$ cat src/rtl/i2cms_pkg.sv
// Shared types and constants for the I2C master transaction sequencer.
`timescale 1ns / 1ps

package i2cms_pkg;

    localparam int COUNT_BITS_DEF = 16;

    // Command kinds on the input channel
    localparam logic ACT_START = 1'b0;
    localparam logic ACT_EVENT = 1'b1;

    // Engine status codes (low three bits masked)
    localparam logic [7:0] STATUS_MASK       = 8'hF8;
    localparam logic [7:0] ST_START          = 8'h08;
    localparam logic [7:0] ST_RESTART        = 8'h10;
    localparam logic [7:0] ST_MT_SLA_ACK     = 8'h18;
    localparam logic [7:0] ST_MT_SLA_NACK    = 8'h20;
    localparam logic [7:0] ST_MT_DATA_ACK    = 8'h28;
    localparam logic [7:0] ST_MT_DATA_NACK   = 8'h30;
    localparam logic [7:0] ST_ARB_LOST       = 8'h38;
    localparam logic [7:0] ST_MR_SLA_ACK     = 8'h40;
    localparam logic [7:0] ST_MR_SLA_NACK    = 8'h48;
    localparam logic [7:0] ST_MR_DATA_ACK    = 8'h50;
    localparam logic [7:0] ST_MR_DATA_NACK   = 8'h58;

    localparam logic [7:0] ADDR_DIR_MASK     = 8'hFE;

    // Subaddress kinds
    localparam logic [1:0] SUB_NONE  = 2'd0;
    localparam logic [1:0] SUB_ONE   = 2'd1;
    localparam logic [1:0] SUB_TWO   = 2'd2;
    localparam logic [1:0] SUB_EIGHT = 2'd3;

    typedef enum logic [1:0] {
        PH_DIRECT    = 2'd0,
        PH_SUB_READ  = 2'd1,
        PH_SUB_WRITE = 2'd2
    } t_phase;

    typedef enum logic [1:0] {
        RES_BUSY   = 2'd0,
        RES_DONE   = 2'd1,
        RES_ERROR  = 2'd2,
        RES_REJECT = 2'd3
    } t_result;

    typedef enum logic [1:0] {
        ACK_KEEP  = 2'd0,
        ACK_SET   = 2'd1,
        ACK_CLEAR = 2'd2
    } t_ack;

    typedef struct packed {
        logic       load_data;
        logic [7:0] data_out;
        logic       send_start;
        logic       send_stop;
        t_ack       ack_control;
        logic       clear_event;
        logic       tx_consumed;
        logic       rx_valid;
        logic [7:0] rx_out;
        t_result    result_code;
    } t_ctrl_out;

endpackage

$ cat src/rtl/i2c_master_transaction_sequencer_core.sv
// Top level: I2C master transfer sequencer driven by start commands and engine events.
`timescale 1ns / 1ps

//  channel | valid       | stall        | payload
//  --------+-------------+--------------+-----------------------------------------
//  in      | i_in_valid  | o_in_stall   | i_action .. i_tx_byte (command or event)
//  out     | o_out_valid | i_out_stall  | o_load_data .. o_result_code
//
// One transaction per cycle while the output is not stalled: the decode of the
// command or status event is a single combinational pass from the input ports to
// the output register, and the sequencer state updates on the same edge.
// Reset clears the sequencer state and empties the output register.
// The input stalls only while the output register is full and itself stalled.

module i2c_master_transaction_sequencer_core #(
    parameter int COUNT_BITS = i2cms_pkg::COUNT_BITS_DEF
) (
    input  logic                  i_clk,
    input  logic                  i_rst_n,
    input  logic                  i_in_valid,
    output logic                  o_in_stall,
    input  logic                  i_action,
    input  logic [7:0]            i_dev_addr,
    input  logic                  i_read_not_write,
    input  logic [1:0]            i_subaddr_kind,
    input  logic [15:0]           i_sub_address,
    input  logic [15:0]           i_byte_count,
    input  logic [7:0]            i_status_code,
    input  logic [7:0]            i_rx_byte,
    input  logic [7:0]            i_tx_byte,
    output logic                  o_out_valid,
    input  logic                  i_out_stall,
    output logic                  o_load_data,
    output logic [7:0]            o_data_out,
    output logic                  o_send_start,
    output logic                  o_send_stop,
    output logic [1:0]            o_ack_control,
    output logic                  o_clear_event,
    output logic                  o_tx_consumed,
    output logic                  o_rx_valid,
    output logic [7:0]            o_rx_out,
    output logic [1:0]            o_result_code
);
    import i2cms_pkg::*;

    localparam logic [COUNT_BITS-1:0] CNT_MAX = {COUNT_BITS{1'b1}};
    localparam logic [COUNT_BITS-1:0] CNT_ONE = COUNT_BITS'(1);

    t_phase                r_phase,     n_phase;
    logic [7:0]            r_target,    n_target;
    logic [15:0]           r_reg_addr,  n_reg_addr;
    logic [1:0]            r_reg_left,  n_reg_left;
    logic [COUNT_BITS-1:0] r_data_left, n_data_left;
    t_result               r_end,       n_end;

    logic                  r_out_valid;
    t_ctrl_out             r_out,       n_out;

    logic                  accept;
    logic [7:0]            st;
    logic [COUNT_BITS-1:0] cnt_sat;
    logic [COUNT_BITS-1:0] dl_dec;

    assign o_in_stall = r_out_valid & i_out_stall;
    assign accept     = i_in_valid & ~o_in_stall;
    assign st         = i_status_code & STATUS_MASK;
    assign cnt_sat    = (32'(i_byte_count) > 32'(CNT_MAX)) ? CNT_MAX
                                                           : COUNT_BITS'(i_byte_count);
    assign dl_dec     = (r_data_left != '0) ? r_data_left - CNT_ONE : r_data_left;

    always_comb begin
        n_phase     = r_phase;
        n_target    = r_target;
        n_reg_addr  = r_reg_addr;
        n_reg_left  = r_reg_left;
        n_data_left = r_data_left;
        n_end       = r_end;
        n_out       = '0;

        if (i_action == ACT_START) begin
            if (i_byte_count == 16'd0) begin
                n_out.result_code = RES_REJECT;
            end else begin
                n_reg_addr = i_sub_address;
                unique case (i_subaddr_kind)
                    SUB_NONE: n_reg_left = 2'd0;
                    SUB_TWO:  n_reg_left = 2'd2;
                    default:  n_reg_left = 2'd1;
                endcase
                if (i_subaddr_kind == SUB_EIGHT) begin
                    // high subaddress bits fold into the device address
                    n_target   = i_dev_addr + {4'b0, i_sub_address[10:8], 1'b0}
                               + {7'b0, i_read_not_write};
                    n_reg_addr = {8'b0, i_sub_address[7:0]};
                end else begin
                    n_target = i_dev_addr + {7'b0, i_read_not_write};
                end
                if (i_subaddr_kind == SUB_NONE) begin
                    n_phase = PH_DIRECT;
                end else begin
                    n_phase = i_read_not_write ? PH_SUB_READ : PH_SUB_WRITE;
                end
                n_data_left       = cnt_sat;
                n_end             = RES_BUSY;
                n_out.send_start  = 1'b1;
                n_out.ack_control = ACK_CLEAR;
                n_out.clear_event = 1'b1;
                n_out.result_code = RES_BUSY;
            end
        end else begin
            unique case (st) inside
                ST_START: begin
                    n_out.load_data   = 1'b1;
                    n_out.clear_event = 1'b1;
                    // subaddressed reads open with write direction
                    n_out.data_out    = (r_phase == PH_SUB_READ) ? (r_target & ADDR_DIR_MASK)
                                                                 : r_target;
                end
                ST_RESTART: begin
                    n_out.load_data   = 1'b1;
                    n_out.clear_event = 1'b1;
                    n_out.data_out    = r_target;
                end
                ST_MT_SLA_ACK, ST_MT_DATA_ACK: begin
                    unique case (r_phase)
                        PH_DIRECT: begin
                            if (r_data_left != '0) begin
                                n_out.load_data   = 1'b1;
                                n_out.clear_event = 1'b1;
                                n_out.data_out    = i_tx_byte;
                                n_out.tx_consumed = 1'b1;
                                n_data_left       = r_data_left - CNT_ONE;
                            end else begin
                                n_out.send_stop   = 1'b1;
                                n_out.clear_event = 1'b1;
                                n_end             = RES_DONE;
                            end
                        end
                        PH_SUB_READ, PH_SUB_WRITE: begin
                            if (r_reg_left == 2'd2) begin
                                n_out.load_data   = 1'b1;
                                n_out.clear_event = 1'b1;
                                n_out.data_out    = r_reg_addr[15:8];
                                n_reg_left        = 2'd1;
                            end else if (r_reg_left == 2'd1) begin
                                n_out.load_data   = 1'b1;
                                n_out.clear_event = 1'b1;
                                n_out.data_out    = r_reg_addr[7:0];
                                n_reg_left        = 2'd0;
                                if (r_phase == PH_SUB_WRITE) begin
                                    n_phase = PH_DIRECT;
                                end
                            end else if (r_reg_left == 2'd0 && r_phase == PH_SUB_READ) begin
                                // subaddress sent: repeated start for the read
                                n_out.send_start  = 1'b1;
                                n_out.clear_event = 1'b1;
                                n_phase           = PH_DIRECT;
                            end
                        end
                        default: ;
                    endcase
                end
                ST_MR_SLA_ACK: begin
                    n_out.ack_control = (r_data_left <= CNT_ONE) ? ACK_CLEAR : ACK_SET;
                    n_out.clear_event = 1'b1;
                end
                ST_MT_SLA_NACK, ST_MT_DATA_NACK, ST_ARB_LOST, ST_MR_SLA_NACK: begin
                    n_out.clear_event = 1'b1;
                    n_end             = RES_ERROR;
                end
                ST_MR_DATA_ACK: begin
                    n_out.rx_valid    = 1'b1;
                    n_out.rx_out      = i_rx_byte;
                    n_data_left       = dl_dec;
                    // NACK the last byte
                    n_out.ack_control = (dl_dec == CNT_ONE) ? ACK_CLEAR : ACK_SET;
                    n_out.clear_event = 1'b1;
                end
                ST_MR_DATA_NACK: begin
                    n_out.rx_valid    = 1'b1;
                    n_out.rx_out      = i_rx_byte;
                    n_out.send_stop   = 1'b1;
                    n_out.clear_event = 1'b1;
                    n_end             = RES_DONE;
                end
                default: ;
            endcase
            n_out.result_code = n_end;
        end
    end

    always_ff @(posedge i_clk) begin
        if (!i_rst_n) begin
            r_phase     <= PH_DIRECT;
            r_target    <= '0;
            r_reg_addr  <= '0;
            r_reg_left  <= '0;
            r_data_left <= '0;
            r_end       <= RES_BUSY;
            r_out_valid <= 1'b0;
        end else begin
            if (accept) begin
                r_phase     <= n_phase;
                r_target    <= n_target;
                r_reg_addr  <= n_reg_addr;
                r_reg_left  <= n_reg_left;
                r_data_left <= n_data_left;
                r_end       <= n_end;
                r_out_valid <= 1'b1;
            end else if (!i_out_stall) begin
                r_out_valid <= 1'b0;
            end
        end
    end

    always_ff @(posedge i_clk) begin
        if (accept) begin
            r_out <= n_out;
        end
    end

    assign o_out_valid   = r_out_valid;
    assign o_load_data   = r_out.load_data;
    assign o_data_out    = r_out.data_out;
    assign o_send_start  = r_out.send_start;
    assign o_send_stop   = r_out.send_stop;
    assign o_ack_control = r_out.ack_control;
    assign o_clear_event = r_out.clear_event;
    assign o_tx_consumed = r_out.tx_consumed;
    assign o_rx_valid    = r_out.rx_valid;
    assign o_rx_out      = r_out.rx_out;
    assign o_result_code = r_out.result_code;

endmodule

$ cat config.mk
export PLATFORM = sky130hd
export DESIGN_NAME = i2c_master_transaction_sequencer_core
export DESIGN_NICKNAME = d
export VERILOG_FILES = /design/src/rtl/i2cms_pkg.sv /design/src/rtl/i2c_master_transaction_sequencer_core.sv
export SDC_FILE = /design/constraint.sdc
export NUM_CORES = 1
export LEC_CHECK = 0
export ABC_AREA = 1
export BUFFER_PORTS_ARGS = -buffer_cell sky130_fd_sc_hd__buf_2
export CORE_MARGIN = 2
export CORE_UTILIZATION = 45
export CTS_CLUSTER_SIZE = 10
export DETAILED_ROUTE_END_ITERATION = 10
export PLACE_DENSITY = 0.71
export SLEW_MARGIN = 25
export SYNTH_ARGS = -nofsm -noshare
export SYNTH_HDL_FRONTEND = slang
export SYNTH_SLANG_ARGS = --single-unit
$ cat constraint.sdc
create_clock -name i_clk -period 4.25 [get_ports i_clk]
set_input_delay 0.6375 -clock i_clk [delete_from_list [all_inputs] [get_ports i_clk]]
set_output_delay 0.6375 -clock i_clk [all_outputs]
set_load 0.05 [all_outputs]
* After elaboration in Yosys (flattened, before gate mapping) *
Cells that the tools add are included.

storage, ports and cells
  input bits = 72
  logic and storage cells = 133
  output and inout port bits = 28
  bits in registers = 73

operators by class
  multiplexer cells = 60
  add/sub/neg operators = 4
  bitwise gates (word level) = 5
  equal/unequal tests = 28
  $lt $le $gt $ge = 1
  reduce and logical (&&, ||, !) cells = 18

operators by type and width
  operator                                               count
  two-way mux 16 bit                                     5
  two-way mux 2 bit                                      24
  two-way mux 9 bit                                      4
  case mux 16 bit (2 select lines)                       1
  case mux 9 bit (3 select lines)                        1
  equality test 5 x 3 -> 1 bit (second input constant)   4
  equality test 5 x 4 -> 1 bit (second input constant)   4
  case mux 9 bit (2 select lines)                        1
  adder 8 x 1 -> 8 bit                                   2
  equality test 16 x 1 -> 1 bit (second input constant)  1
  <= comparator 16 x 1 -> 1 bit (second input constant)  1
  logical NOT 16 bit                                     1
  nonzero test 16 bit                                    1
  subtractor 16 x 1 -> 16 bit (second input constant)    1
  two-way mux 1 bit                                      15
  equality test 5 x 2 -> 1 bit (second input constant)   2
  != test 3 x 1 -> 1 bit (second input constant)         3
  OR reduction 9 bit                                     1
  adder 8 x 4 -> 8 bit                                   1
  equality test 2 bit (second input constant)            4
  two-way mux 8 bit                                      1
  case mux 2 bit (2 select lines)                        2
  AND reduction 7 bit                                    1
  logical NOT 2 bit                                      3
  other kinds (17)                                       32

* Depth between registers and ports, before layout *
Gate-level depths: netlist of the first run.

  depth after elaboration = 8
  gate-level depth with buffers = 14

* Worst setup path after synthesis of the first run *
No wires, ideal clock.

  path type = in2reg
  start = in i_out_stall
  end = reg r_data_left[10]
  data required time = 4,132 ps
  stages = 9
  setup slack = 1,726 ps
  path buffers = 1
  library setup time = 118 ps
  arrival = 2,406 ps
  cells stage by stage = nand2_1 inv_2 nor2_2 nand2_2 inv_2 nand2_4 buf_2 a21oi_1 a21oi_1

on the way
  longest elaborated chain between the ends = 4

RTL lines
  item                                  RTL line                                      text
  start: declaration                    i2c_master_transaction_sequencer_core.sv:32   input logic i_out_stall,
  bitwise AND 1 bit                     i2c_master_transaction_sequencer_core.sv:64   assign o_in_stall = r_out_valid & i_out_stall;
  net o_in_stall                        i2c_master_transaction_sequencer_core.sv:21   output logic o_in_stall,
  NOT 1 bit                             i2c_master_transaction_sequencer_core.sv:65   assign accept = i_in_valid & ~o_in_stall;
  bitwise AND 1 bit                     i2c_master_transaction_sequencer_core.sv:65
  net accept                            i2c_master_transaction_sequencer_core.sv:59   logic accept;
  AND reduction 4 bit (no source line)  n/a
  end signal: assignment                i2c_master_transaction_sequencer_core.sv:207  r_data_left <= n_data_left;
  end: declaration                      i2c_master_transaction_sequencer_core.sv:53   logic [COUNT_BITS-1:0] r_data_left, n_data_left;

The timed path passes the listed nets, and every way through them passes these cells.
A chain may end at the register's enable or synchronous reset.

* Worst setup path after layout of the first run *
  start = in i_action
  end = reg r_reg_addr[1]

on the way
  longest elaborated chain between the ends = 2

RTL lines
  item                                  RTL line                                      text
  start: declaration                    i2c_master_transaction_sequencer_core.sv:22   input logic i_action,
  NOT 1 bit (no source line)            n/a
  AND reduction 3 bit (no source line)  n/a
  end signal: assignment                i2c_master_transaction_sequencer_core.sv:205  r_reg_addr <= n_reg_addr;
  end: declaration                      i2c_master_transaction_sequencer_core.sv:51   logic [15:0] r_reg_addr, n_reg_addr;

No other way between the ends.

==> results.json, run 1 <==
{
  "outcome": "complete, no violations",
  "first_pass_iters": 5,
  "yosys-top-cells-count": "nand2_1, nor2_1, a21oi_1",
  "wl_per_cell_um": 12.8,
  "ant_nets": 0,
  "dieArea_um2": 10900,
  "die_w_um": 104,
  "finalHoldViolCount": 0,
  "ff2ff_setup_slack_ns": 1.99,
  "synth_nets": 727,
  "die_height_um": 104,
  "crit_required_ns": 4.48,
  "yosysMostFrequentCell": "nand2_1",
  "drc": 0,
  "grt_pass1_vias": 4234,
  "seqCellArea_um2": 1720,
  "vias": 4392,
  "ios": 100,
  "min_period_ns": 2.45,
  "critical_path_arrival_ns": 2.68,
  "cap_violations": 0,
  "cts_tree": "built",
  "clk_pin_slew_ns": 0.08,
  "ys.flop_type": "dfxtp_1",
  "hold_depth": 2,
  "final_area_um2": 5270,
  "synth_edf_count": 26,
  "antenna_cells": 0,
  "rows": 36,
  "finalNetCount": 813,
  "cp_max_fo": 39,
  "cts_root_buf": "clkbuf_8",
  "postCtsResizedCells": 0,
  "ys_seq_area_share_pct": 38.0,
  "r2r_end": "o_data_out[5]",
  "critical_path_class": "primary input to flop",
  "viasPerCell": 5.09,
  "ys_warn_count": 0,
  "postPlaceCellArea_um2": 5080,
  "cts_buffers": 9,
  "cts_sinks": 73,
  "async_flop_share_pct": 0,
  "start_util_pct": 46.3,
  "synth_area_leaders": "dfxtp_1, edfxtp_1, nand2_1",
  "p_per_area_nw_per_um2": 346,
  "synth_seq_cells": 73,
  "synth_area_per_cell_um2": 7.08,
  "holdPathEnd": "r_reg_addr[2]",
  "fillers": 969,
  "finalPower_w": 0.00182,
  "synth_cell_type_count": 47,
  "critPathCaptureType": "flop",
  "fin_tns_setup_ns": 0,
  "skew_ns": 0.0112,
  "setup-violations-final": 0,
  "yosysTopAreaCell": "dfxtp_1",
  "hpwl_mm": 8.33,
  "drtIter0Drc": 199,
  "startpoint_type": "primary input",
  "place.gp.congestion": 0.910,
  "portBuffers": 96,
  "synth_area_um2": 4530,
  "vdd_ir_drop_max_uv": 236,
  "layout-area-overhead-vs-synth_pct": 16.5,
  "fmax_mhz": 408,
  "pre_cts_slack_ns": 1.44,
  "final_max_slew_viol_count": 0,
  "hp-start": "r_reg_addr[2]",
  "timing.final.crit_share_pct": 57.7,
  "drive_gt1_share_pct": 21.4,
  "synth_cells": 639,
  "post_cts_buffers": 0,
  "antenna_found_initial": 0,
  "max_slew.worst_pin.slew_ns": 0.638,
  "grt_usage_pct": 21.1,
  "overflow": 0,
  "htree_levels": 3,
  "r2r-start": "r_reg_left[0]",
  "synth_top_area_share_pct": 20.8,
  "rsz0062_at_grt": "no",
  "cts_hold_buf": 0,
  "hp-class": "flop to flop",
  "clock_latency_ns": 0.35,
  "multiInputGateArea_um2": 2380,
  "clk_path_buf_depth": 2,
  "r2r_cells": 8,
  "drt-total-wl_mm": 11.0,
  "p_leak_nw": 2.43,
  "grt_pass1_wl_mm": 19.1,
  "layout_setup_ws_ns": 1.80,
  "grt_max_degree": 40,
  "slew_headroom_pct": 57.4,
  "core_um2": 9770
}
cell families after synthesis:
kind of cell	count (synthesis)	share of synthesized area (%)
compound gates	155	18.6
flops	73	38.0
fa+ha+maj	16	4.59
buf+inv	105	9.46
simple gates	282	27.8
xor+xnor	8	1.55
placed cells by master (no fill, tap or decap), types with 2 or more instances in the layout:
master and n:
xor2_1 5, nand3_1 53, clkbuf_8 9, inv_2 13, o211ai_1 5, o21ai_1 17, buf_4 2, nor3_1 3
nor3_2 2, a31oi_1 2, nand3b_1 3, inv_1 65, clkinv_4 2, dfxtp_1 47, nand2_2 5, ha_1 15
nand2_1 121, clkinv_2 2, edfxtp_1 26, nor2_1 76, a211oi_1 3, o21ai_0 41, inv_4 2, nor2_4 2
buf_2 96, xnor2_1 3, nor2_2 8, a21oi_1 75, o22ai_1 2, nand2_4 4
sequential cells by signal, indices dropped and copies added (netlist names), 2 cells and up, named ones only:
name           flops
o_data_out         8
o_rx_out           8
o_result_code      2
r_target           8
r_phase            2
r_reg_addr        16
r_reg_left         2
r_end              2
o_ack_control      2
r_data_left       15
layout make-up:
| class | count | share of cell area, % |
|---|---|---|
| clock buffers | 10 | 2.42 |
| flip-flops and latches | 73 | 32.7 |
| multi-input cells | 461 | 45.1 |
| clock inverters | 6 | 1.28 |
| well taps | 133 | 3.16 |
| repair buffers | 98 | 9.40 |
| inverters | 82 | 6.03 |
layer usage:
metal  track usage [%]  vias up  part of all wire [%]  wire (µm)
met5                 0        -                     0          0
met4              6.95        0                   1.5        162
met3              4.26       15                   5.4        599
met2              32.9      132                    45       4950
met1              29.1     1967                    48       5310
li1                  -     2278                     -          -
worst max-delay path by stage:
| stage | from | end | cells past startpoint |
|---|---|---|---|
| 6_report | i_action | r_reg_addr[1] | 7 |
| 5_1_grt | i_action | r_reg_addr[1] | 7 |
| 4_1_cts | i_action | r_reg_addr[1] | 7 |
| 3_5_place_dp | i_action | r_reg_addr[1] | 7 |
| 3_3_place_gp | i_action | r_reg_addr[1] | 7 |
| 2_1_floorplan | i_out_stall | r_data_left[10] | 9 |
critical path, cell delays in order:
cell     delay (ns)
buf_2          0.25
inv_2          0.54
nand2_1        0.20
nor3_2         0.41
inv_2          0.31
o21ai_0        0.26
a21oi_1        0.06
where the power goes:
part	internal, W	switching, W	total [W]	leakage, nW
combinational	0.000155	0.000329	0.000483	1.69
clock	0.000274	0.000274	0.000548	0.0982
sequential	0.000766	0.0000268	0.000793	0.646
total	0.00120	0.000629	0.00182	2.43
stage by stage:
step / hold WS (ns) / cells / util [%]
after global routing: 0.468 / 863 / 53.9
after CTS: 0.459 / 863 / 53.9
after floorplan: 0.424 / 639 / -
after detailed placement: 0.447 / 847 / 51.9
final: 0.456 / 863 / 53.9
after global placement: 0.437 / 847 / 51.9
Power figures use the tool's default switching activity.
==> run 2: changes to the inputs <==
--- a/config.mk
+++ b/config.mk
@@ -5,13 +5,13 @@
 export SDC_FILE = /design/constraint.sdc
 export NUM_CORES = 1
 export LEC_CHECK = 0
-export ABC_AREA = 1
+export ABC_AREA = 0
 export BUFFER_PORTS_ARGS = -buffer_cell sky130_fd_sc_hd__buf_2
 export CORE_MARGIN = 2
 export CORE_UTILIZATION = 45
 export CTS_CLUSTER_SIZE = 10
 export DETAILED_ROUTE_END_ITERATION = 10
-export PLACE_DENSITY = 0.71
+export PLACE_DENSITY = 0.74
 export SLEW_MARGIN = 25
 export SYNTH_ARGS = -nofsm -noshare
 export SYNTH_HDL_FRONTEND = slang
==> constraint.sdc (replaced) <==
create_clock -name i_clk -period 2.15 [get_ports i_clk]
set_input_delay 0.3225 -clock i_clk [delete_from_list [all_inputs] [get_ports i_clk]]
set_output_delay 0.3225 -clock i_clk [all_outputs]
set_load 0.05 [all_outputs]
==> run 2 against run 1 <==
Effect of this change:
- the run now ends with setup timing left
- global-route usage up 3.6 points
- cell count down 4.3%
- die area down 0.72%
- area after synthesis down 0.75%
- sequential power up 98%
- combinational power rose to 3.1 times the previous value
- clock skew up 0.0032 ns
- count of clock-buffer cells in the layout down 1
- critical endpoint is now o_ack_control[1]
==> results.json, run 2 <==
{
  "synth_cells": 521,
  "synth_edf_count": 26,
  "yosys-top-cells-count": "nand2_1, dfxtp_1, nor2_1, o21ai_0, a21oi_1",
  "ant_nets": 0,
  "final_common_cell": "buf_2",
  "antenna_found_initial": 0,
  "timing.final.crit_share_pct": 109,
  "synth_top_area_share_pct": 20.9,
  "cp-endpoint": "o_ack_control[1]",
  "rows": 36,
  "synth_seq_cells": 73,
  "min_period_ns": 2.34,
  "p_leak_nw": 2.54,
  "grt_pass1_vias": 4388,
  "dr_wl_met3_um": 629,
  "r2r_cells": 7,
  "reg_top3": "r_reg_addr: 16 flops, r_data_left: 15 flops",
  "die_w_um": 104,
  "cap_violations": 0,
  "largest_reg_flops": 16,
  "cts_hold_buf": 0,
  "ys.flop_type": "dfxtp_1",
  "hp-class": "primary input to flop",
  "hpwl_mm": 9.74,
  "ff2ff_setup_slack_ns": -0.19,
  "synth_cell_type_count": 62,
  "cts_buffers": 9,
  "place.gp.congestion": 0.942,
  "highest_layer": "met4",
  "async_flop_share_pct": 0,
  "ys_seq_area_share_pct": 38.3,
  "seqCellArea_um2": 1730,
  "layout_common_cells": "buf_2, buf_4, nand2_1",
  "portBuffers": 96,
  "grt_pass1_wl_mm": 21.7,
  "cts_sinks": 73,
  "grt_usage_pct": 24.6,
  "htree_levels": 3,
  "p_per_area_nw_per_um2": 674,
  "dieArea_um2": 10800,
  "finish.utilization_pct": 62.0,
  "clk_path_buf_depth": 2,
  "drtIter0Drc": 229,
  "drc": 0,
  "drive_gt1_share_pct": 36.1,
  "yosysMostFrequentCell": "nand2_1",
  "violations": "setup timing",
  "fmax_mhz": 428,
  "start_util_pct": 46.2,
  "crit_start": "r_data_left[0]",
  "finalNetCount": 776,
  "die_height_um": 104,
  "slew_headroom_pct": 48.1,
  "critical_path_class": "flop to flop",
  "critPathCaptureType": "flop",
  "cts_tree": "built",
  "postPlaceCellArea_um2": 5720,
  "layout_setup_ws_ns": -0.188,
  "synth_area_per_cell_um2": 8.62,
  "synth_nets": 609,
  "startpoint_type": "flop",
  "rsz0062_at_grt": "yes",
  "wl_met1_mm": 6.16,
  "drt-total-wl_mm": 12.9,
  "wl_met2_mm": 5.88,
  "fillers": 860,
  "hold_depth": 2,
  "clk_pin_slew_ns": 0.09,
  "ys_warn_count": 0,
  "clock_latency_ns": 0.37,
  "setup-violations-final": 3,
  "synth_area_leaders": "dfxtp_1, edfxtp_1, nand2_1",
  "vias": 4474,
  "antenna_cells": 0,
  "cts_root_buf": "clkbuf_8",
  "finalHoldViolCount": 0,
  "first_pass_iters": 5,
  "grt_max_degree": 29,
  "yosysTopAreaCell": "dfxtp_1",
  "final_area_um2": 6030,
  "r2r-start": "r_data_left[0]",
  "critical_path_arrival_ns": 2.51,
  "overflow": 0,
  "wl_per_cell_um": 15.6,
  "synth_area_um2": 4490,
  "skew_ns": 0.0145,
  "vdd_ir_drop_max_uv": 306,
  "multiInputGateArea_um2": 2710,
  "core_um2": 9730,
  "final_max_slew_viol_count": 0,
  "regMostFlops": "r_reg_addr",
  "ios": 100,
  "r2r_end": "o_ack_control[1]",
  "outcome": "complete, but fails checks",
  "cp_max_fo": 5,
  "viasPerCell": 5.42,
  "max_slew.worst_pin.slew_ns": 0.775,
  "crit_required_ns": 2.32,
  "layout-area-overhead-vs-synth_pct": 34.3
}
==> run 2: changes by cell type after synthesis, moves of 12 or more <==
cell,previous run,this run
nand2_1,121,69
a21oi_1,75,28
inv_1,65,18
nor2_1,76,32
nand3_1,53,17
a21boi_0,0,27
and2_1,1,25
o21ai_1,17,2
clkbuf_1,11,24
inv_2,13,0
mux2i_1,0,12
==> run 2: critical path: stages, from the launching register on <==
cell      delay, ns
dfxtp_4        0.38
or4_4          0.55
a311oi_4       0.30
nand2b_1       0.14
xor2_1         0.18
nand4_1        0.20
buf_4          0.20
o41ai_2        0.21
==> run 2: per-stage QoR <==
stage	power [W]	hold WS, ns	instances	TNS, ns	setup slack (ns)
2_1_floorplan	0.00237	0.436	521	-0.180	-0.0201
4_1_cts	0.00401	0.177	824	-1.15	-0.168
6_report	0.00407	0.182	826	-0.446	-0.188
3_5_place_dp	0.00294	0.451	806	-1.86	-0.208
5_1_grt	0.00429	0.192	826	-0.605	-0.221
3_3_place_gp	0.00293	0.442	806	-3.82	-0.320
==> run 2: how the worst min path moves through the flow <==
stage / from / endpoint
floorplan: r_reg_addr[0] / r_reg_addr[0]
global placement: r_reg_addr[2] / r_reg_addr[2]
detailed placement: r_reg_addr[2] / r_reg_addr[2]
CTS: i_in_valid / o_out_valid
global route: i_sub_address[4] / r_reg_addr[4]
finish: i_in_valid / o_out_valid
==> run 2: final cells by class <==
class                   count  area share (%)
well taps                 133            2.76
inverters                  18            1.16
repair buffers            187            19.5
clock buffers               9            2.05
clock inverters             7           0.954
multi-input cells         399            44.8
flip-flops and latches     73            28.7
==> run 2: repair_timing <==
item | in CTS | in global routing
cloned | 0 | 1
hold endpoints to repair | 0 | 0
pin swaps | 2 | 9
buffers inserted | 2 | 3
setup endpoints to repair | 16 | 24
resized for setup | 6 | 20
==> run 2: layer usage <==
metal / global-route usage (%) / up-vias
met3: 2.76 / 14
met1: 35.3 / 2101
li1: - / 2220
met5: 0 / -
met2: 38.8 / 139
met4: 8.30 / 0
==> run 2: kinds of logic after synthesis <==
kind of cell / count (synthesis) / synth area share, %
flip-flops: 73 / 38.3
multiplexers: 14 / 3.18
adder cells (fa/ha/maj): 16 / 4.62
AND/OR/NAND/NOR: 212 / 24.6
AO/OA/AOI/OAI: 143 / 21.6
XOR/XNOR: 13 / 2.53
buffers and inverters: 50 / 5.18
==> run 2: where the power goes <==
part	switching [W]	internal (W)	leakage (nW)
sequential	0.0000593	0.00151	0.647
combinational	0.000780	0.000698	1.80
clock	0.000587	0.000437	0.0916
